**config.mk**
```make
export PLATFORM = sky130hd
export DESIGN_NAME = positional_list_insert_delete_core
export DESIGN_NICKNAME = d
export VERILOG_FILES = /design/src/sv/plist_pkg.sv /design/src/sv/positional_list_insert_delete_core.sv /design/src/sv/plist_cell.sv
export SDC_FILE = /design/constraint.sdc
export NUM_CORES = 1
export LEC_CHECK = 0
export BUFFER_PORTS_ARGS = -buffer_cell sky130_fd_sc_hd__buf_4
export CORE_ASPECT_RATIO = 1.4
export CORE_MARGIN = 2
export CORE_UTILIZATION = 57
export DETAILED_ROUTE_END_ITERATION = 10
export GPL_ROUTABILITY_DRIVEN = 1
export MAX_ROUTING_LAYER = met4
export PLACE_DENSITY = 0.83
export RECOVER_POWER = 50
export SLEW_MARGIN = 20
export SYNTH_ARGS = -nofsm -noshare
export SYNTH_HDL_FRONTEND = slang
export SYNTH_SLANG_ARGS = --single-unit
```
**constraint.sdc**
```tcl
create_clock -name clock -period 4.14 [get_ports clock]
set_clock_uncertainty 0.05 [all_clocks]
set_input_delay 0.414 -clock clock [delete_from_list [all_inputs] [get_ports clock]]
set_output_delay 0.414 -clock clock [all_outputs]
set_load 0.005 [all_outputs]
```
**src/sv/plist_pkg.sv**
```systemverilog
// ----------------------------------------------------------------------------
// plist_pkg
// types and codes shared by the positional list core and its cells
// ----------------------------------------------------------------------------
package plist_pkg;

   typedef enum logic [2:0] {
      OP_CLEAR  = 3'd0,
      OP_APPEND = 3'd1,
      OP_INSERT = 3'd2,
      OP_DELETE = 3'd3,
      OP_READ   = 3'd4
   } op_type;

   typedef enum logic [1:0] {
      ST_OK     = 2'd0,
      ST_BADPOS = 2'd1,
      ST_FULL   = 2'd2
   } status_type;

   typedef struct packed {
      logic [2:0] operation;
      logic [7:0] position;
      logic [7:0] value;
   } req_type;

   typedef struct packed {
      logic [1:0] status;
      logic [7:0] read_value;
      logic [4:0] length;
   } rsp_type;

   // per-cell controls driven by the core each cycle
   typedef struct packed {
      logic load_prev;
      logic load_next;
      logic load_value;
      logic read_sel;
   } cell_ctrl_type;

endpackage

```
**src/sv/positional_list_insert_delete_core.sv**
```systemverilog
// ----------------------------------------------------------------------------
// positional_list_insert_delete_core
// bounded ordered byte list: clear, append, and insert/delete/read by 1-based position
// ----------------------------------------------------------------------------
// response: the strobe is registered from start and rises in the cycle after it
// throughput: one transaction per cycle, busy never rises; all later cells
//    shift in parallel in the same cycle
// reset: clears the element count and the response strobe; cell contents are
//    left undefined and are never read before being written
module positional_list_insert_delete_core
   import plist_pkg::*;
#(
   parameter int CAPACITY = 16
) (
   input  logic    clock,
   input  logic    reset,
   input  logic    start,
   output logic    busy,
   input  req_type req_payload,
   output logic    rsp_strobe,
   output rsp_type rsp_payload
);

   localparam int CNT_W = $clog2(CAPACITY + 1);
   localparam int CMP_W = ((CNT_W > 8) ? CNT_W : 8) + 1;

   logic [CNT_W-1:0] count_ff;
   logic [CNT_W-1:0] count_in;
   logic             rsp_strobe_ff;
   rsp_type          rsp_ff;
   rsp_type          rsp_in;

   logic [CMP_W-1:0] pos_ext;
   logic [CMP_W-1:0] cnt_ext;
   logic [CMP_W-1:0] slot;
   logic             pos_in_list;
   logic             pos_insertable;
   logic             full;
   logic             ins_ok;
   logic             del_ok;
   logic             rd_ok;
   logic [1:0]       status;
   logic [7:0]       rd_value;

   cell_ctrl_type    ctrl      [CAPACITY];
   logic [7:0]       cell_data [CAPACITY];
   logic [7:0]       cell_rd   [CAPACITY];

   assign busy = 1'b0;

   assign pos_ext        = CMP_W'(req_payload.position);
   assign cnt_ext        = CMP_W'(count_ff);
   assign pos_in_list    = (pos_ext != '0) && (pos_ext <= cnt_ext);
   assign pos_insertable = (pos_ext != '0) && (pos_ext <= cnt_ext + CMP_W'(1));
   assign full           = (cnt_ext >= CMP_W'(CAPACITY));

   always_comb begin
      ins_ok   = 1'b0;
      del_ok   = 1'b0;
      rd_ok    = 1'b0;
      status   = ST_OK;
      count_in = count_ff;
      slot     = pos_ext - CMP_W'(1);
      case (op_type'(req_payload.operation))
         OP_CLEAR: begin
            count_in = '0;
         end
         OP_APPEND: begin
            slot = cnt_ext;
            if (full) begin
               status = ST_FULL;
            end else begin
               ins_ok = 1'b1;
            end
         end
         OP_INSERT: begin
            if (!pos_insertable) begin
               status = ST_BADPOS;
            end else if (full) begin
               status = ST_FULL;
            end else begin
               ins_ok = 1'b1;
            end
         end
         OP_DELETE: begin
            if (!pos_in_list) begin
               status = ST_BADPOS;
            end else begin
               del_ok = 1'b1;
            end
         end
         OP_READ: begin
            if (!pos_in_list) begin
               status = ST_BADPOS;
            end else begin
               rd_ok = 1'b1;
            end
         end
         default: begin
         end
      endcase
      if (ins_ok) begin
         count_in = count_ff + CNT_W'(1);
      end else if (del_ok) begin
         count_in = count_ff - CNT_W'(1);
      end
   end

   // per-cell load, shift and read-select controls from the cell's place relative to the slot
   always_comb begin
      for (int k = 0; k < CAPACITY; k++) begin
         ctrl[k].load_value = start && ins_ok && (CMP_W'(k) == slot);
         ctrl[k].load_prev  = start && ins_ok && (CMP_W'(k) > slot);
         ctrl[k].load_next  = start && del_ok && (CMP_W'(k) >= slot)
                              && (k < CAPACITY - 1);
         ctrl[k].read_sel   = rd_ok && (CMP_W'(k) == slot);
      end
   end

   for (genvar g = 0; g < CAPACITY; g++) begin : g_cell
      plist_cell u_cell (
         .clock     (clock),
         .ctrl      (ctrl[g]),
         .prev_data ((g == 0) ? req_payload.value : cell_data[(g == 0) ? 0 : g - 1]),
         .next_data ((g == CAPACITY - 1) ? cell_data[g]
                                         : cell_data[(g == CAPACITY - 1) ? g : g + 1]),
         .value     (req_payload.value),
         .data      (cell_data[g]),
         .read_data (cell_rd[g])
      );
   end

   always_comb begin
      rd_value = 8'd0;
      for (int k = 0; k < CAPACITY; k++) begin
         rd_value = rd_value | cell_rd[k];
      end
   end

   always_comb begin
      rsp_in.status     = status;
      rsp_in.read_value = rd_value;
      rsp_in.length     = 5'(count_in);
   end

   always_ff @(posedge clock) begin
      if (reset) begin
         count_ff      <= '0;
         rsp_strobe_ff <= 1'b0;
      end else begin
         rsp_strobe_ff <= start;
         if (start) begin
            count_ff <= count_in;
         end
      end
   end

   always_ff @(posedge clock) begin
      if (start) begin
         rsp_ff <= rsp_in;
      end
   end

   assign rsp_strobe  = rsp_strobe_ff;
   assign rsp_payload = rsp_ff;

endmodule

```
**src/sv/plist_cell.sv**
```systemverilog
// ----------------------------------------------------------------------------
// plist_cell
// one element slot: holds a byte, takes it from a neighbor or the new value
// ----------------------------------------------------------------------------
module plist_cell
   import plist_pkg::*;
(
   input  logic          clock,
   input  cell_ctrl_type ctrl,
   input  logic [7:0]    prev_data,
   input  logic [7:0]    next_data,
   input  logic [7:0]    value,
   output logic [7:0]    data,
   output logic [7:0]    read_data
);

   logic [7:0] data_ff;
   logic [7:0] data_in;

   always_comb begin
      data_in = data_ff;
      if (ctrl.load_value) begin
         data_in = value;
      end else if (ctrl.load_prev) begin
         data_in = prev_data;
      end else if (ctrl.load_next) begin
         data_in = next_data;
      end
   end

   always_ff @(posedge clock) begin
      data_ff <= data_in;
   end

   assign data      = data_ff;
   // masked so the core can or the whole row together
   assign read_data = ctrl.read_sel ? data_ff : 8'd0;

endmodule

```
==> impl_metrics.ini <==
[cells_and_area]
final_cell_mix = edfxtp_1, nand2_1, nor2_1
syn2layout_area_growth_pct = 12.19
drive_gt1_share_pct = 13.45
diodes = 0
final_common_cell = edfxtp_1
final_net_count = 961

[cts]
clk_pin_slew_worst_paths_ps = 60
root_buffer = clkbuf_16
cts.sinks = 149
htreeDepth = 4
post_cts_buffers = 0
clockBufferDepth = 2
cts_buffers = 17
insertion_delay_ps = 440
cts_resized = 0
tritoncts = yes
hold_buffers = 0

[route]
vias = 8191
drt-total-wl_mm = 30.16
remaining_drc_errors = 0
drt_iter0_drc = 1420
ant_nets = 0
via_per_inst = 7.229
wl_per_cell_um = 26.62
dr.pass1.iters = 7

[setup_path]
cp.arrival_ps = 4030
cp_max_fo = 10
end_kind = flop
reg2reg_to = g_cell[2].u_cell.data[0]
r2r_slack_ps = 240
setup.worst_path.class = flop to flop
r2r_cells = 11
critPathLaunchType = flop
worstReg2RegStart = count_ff[0]
crit_required_ps = 4280

[timing]
max_clock_freq_mhz = 256.6
period_share_pct = 94.14
slew_violations = 0
setup_tns_ps = 0
slew_headroom_pct = 24.34
rsz0062_at_grt = no
hold_viol_final = 0
setup_viol = 0
period_needed_ps = 3897
worst_pin_slew_ps = 1135

[outcome]
status = finished, final reports clean

[floorplanning]
fp-row-count = 54
die-area_um2 = 16870
io_pins = 39
die_x_um = 110.3
die_y_um = 152.9
start_util_pct = 58.07
coreArea_um2 = 15540

[global_route]
grt_pass1_vias = 7848
antenna_found_initial = 0
overflow = 0
grt_pass1_wl_mm = 45.35
grt_max_degree = 23
grtUsageTotal_pct = 37.50

[synthesis]
synth_seq_cells = 149
synth_ff_type = edfxtp_1
ys_types = 81
syn-instance-count = 880
avgSynthCellArea_um2 = 10.25
synth_area_um2 = 9024
yosysSeqAreaShare_pct = 48.92
synthArstFlopShare_pct = 0
synthesis.nets = 916
yosysWarnings = 0
synth-edff-count = 143

[worst_hold_path]
min_to = count_ff[2]
min_path_cells = 2
hold_start = reset
hold_class = input pin to flop

[flow_run]
drv_cap = 0

[pwr]
p_per_area_nw_per_um2 = 369.9
total_power_w = 0.003744
p_leak_nw = 3.740
ir_worst_vdd_mv = 0.2557

[place]
port_buffers = 37
finalWeightedCongestion = 1.008
dp_hpwl_mm = 22.07
## per-stage QoR
stage,cells,instance area [um^2],util (%),setup slack [ps],hold slack [ps]
after global routing,1133,10120,65.14,37.99,129.2
final,1133,10120,65.14,242.5,140.9
after CTS,1133,10250,65.94,341.2,129.7
after detailed placement,1102,9614,61.87,371.5,551.9
after global placement,1102,9614,61.87,477.6,544.1
after floorplan,880,9024,-,33.06,433.1
## critical path, stage by stage (launching register included)
cell and delay, ps:
dfxtp_1 540, inv_1 210, ha_1 350, inv_1 70
ha_1 300, nand4_1 100, mux2_2 280, o31a_1 160
o21a_1 310, nor3_2 590, nand2_1 320, a221o_1 380
## how the worst max path moves through the flow
stage                   startpoint                        end  slack (ps)  depth (start not counted)
floorplan           req_payload[8]   g_cell[4].u_cell.data[0]          30                         10
global placement       count_ff[0]   g_cell[2].u_cell.data[4]         480                         11
detailed placement     count_ff[0]   g_cell[2].u_cell.data[5]         370                         11
CTS                    count_ff[0]   g_cell[2].u_cell.data[0]         340                         11
global route           count_ff[0]  g_cell[12].u_cell.data[5]          40                         12
finish                 count_ff[0]   g_cell[2].u_cell.data[0]         240                         11
## cell usage after synthesis (all sizes together), types with 6 or more instances
master | number | share of area, %
mux2i | 34 | 4.0
a22oi | 32 | 2.7
ha | 14 | 1.9
inv | 36 | 1.5
a21oi | 45 | 2.5
o21ai | 40 | 2.3
nor2 | 82 | 3.5
and3 | 12 | 0.83
mux2 | 15 | 2.2
dfxtp | 6 | 1.3
or2b | 6 | 0.50
a31oi | 35 | 2.4
nand3 | 25 | 1.4
a221o | 14 | 1.6
buf | 22 | 1.4
nor3 | 19 | 1.3
o22ai | 11 | 0.83
edfxtp | 143 | 48
a221oi | 9 | 0.87
nand2b | 12 | 0.83
nand2 | 108 | 4.6
and2 | 11 | 0.76
a222oi | 18 | 2.0
clkbuf | 29 | 1.2
o221a | 14 | 1.7
## area by class of cell
| cell class | count | area (um^2) |
|---|---|---|
| Tap cell | 196 | 245.2 |
| Fill cell | 1291 | 5416 |
| Multi-Input combinational cell | 643 | 4177 |
| Clock buffer | 19 | 432.9 |
| Clock inverter | 12 | 200.2 |
| Inverter | 37 | 138.9 |
| Timing Repair Buffer | 77 | 515.5 |
| Sequential cell | 149 | 4414 |
## power by group
group	leakage, nW	internal [W]	switching (W)
clock	0.304	0.00107	0.000650
sequential	1.35	0.00165	0.0000115
combinational	2.08	0.000123	0.000243
total	3.74	0.00284	0.000904
## sequential cells by signal, indices dropped and copies added (netlist names)
register and cells:
rsp_payload 15, g_cell.u_cell.data 128, count_ff 5, rsp_strobe 1
## cell families (layout without fill, tap and decap cells)
logic type | Yosys count | in the layout | share of synthesized area, %
buffers and inverters | 88 | 145 | 4.118
xor gates and xnor gates | 6 | 6 | 0.5824
and+or+nand+nor | 305 | 305 | 16.46
AOI/OAI and AO/OA | 268 | 268 | 21.74
DFF | 149 | 149 | 48.92
muxes | 49 | 49 | 6.198
adders and majority gates | 14 | 14 | 1.941
other | 1 | 1 | 0.04156
## routing by layer
metal  track usage, %  part of all wire, %  vias to the layer above
met5                -                    0                        -
met4            21.79                  6.3                        0
met3            10.28                   12                      164
met2            56.68                   47                      663
met1            44.40                   35                     3853
li1                 -                    -                     3511
Power figures use the tool's default switching activity.
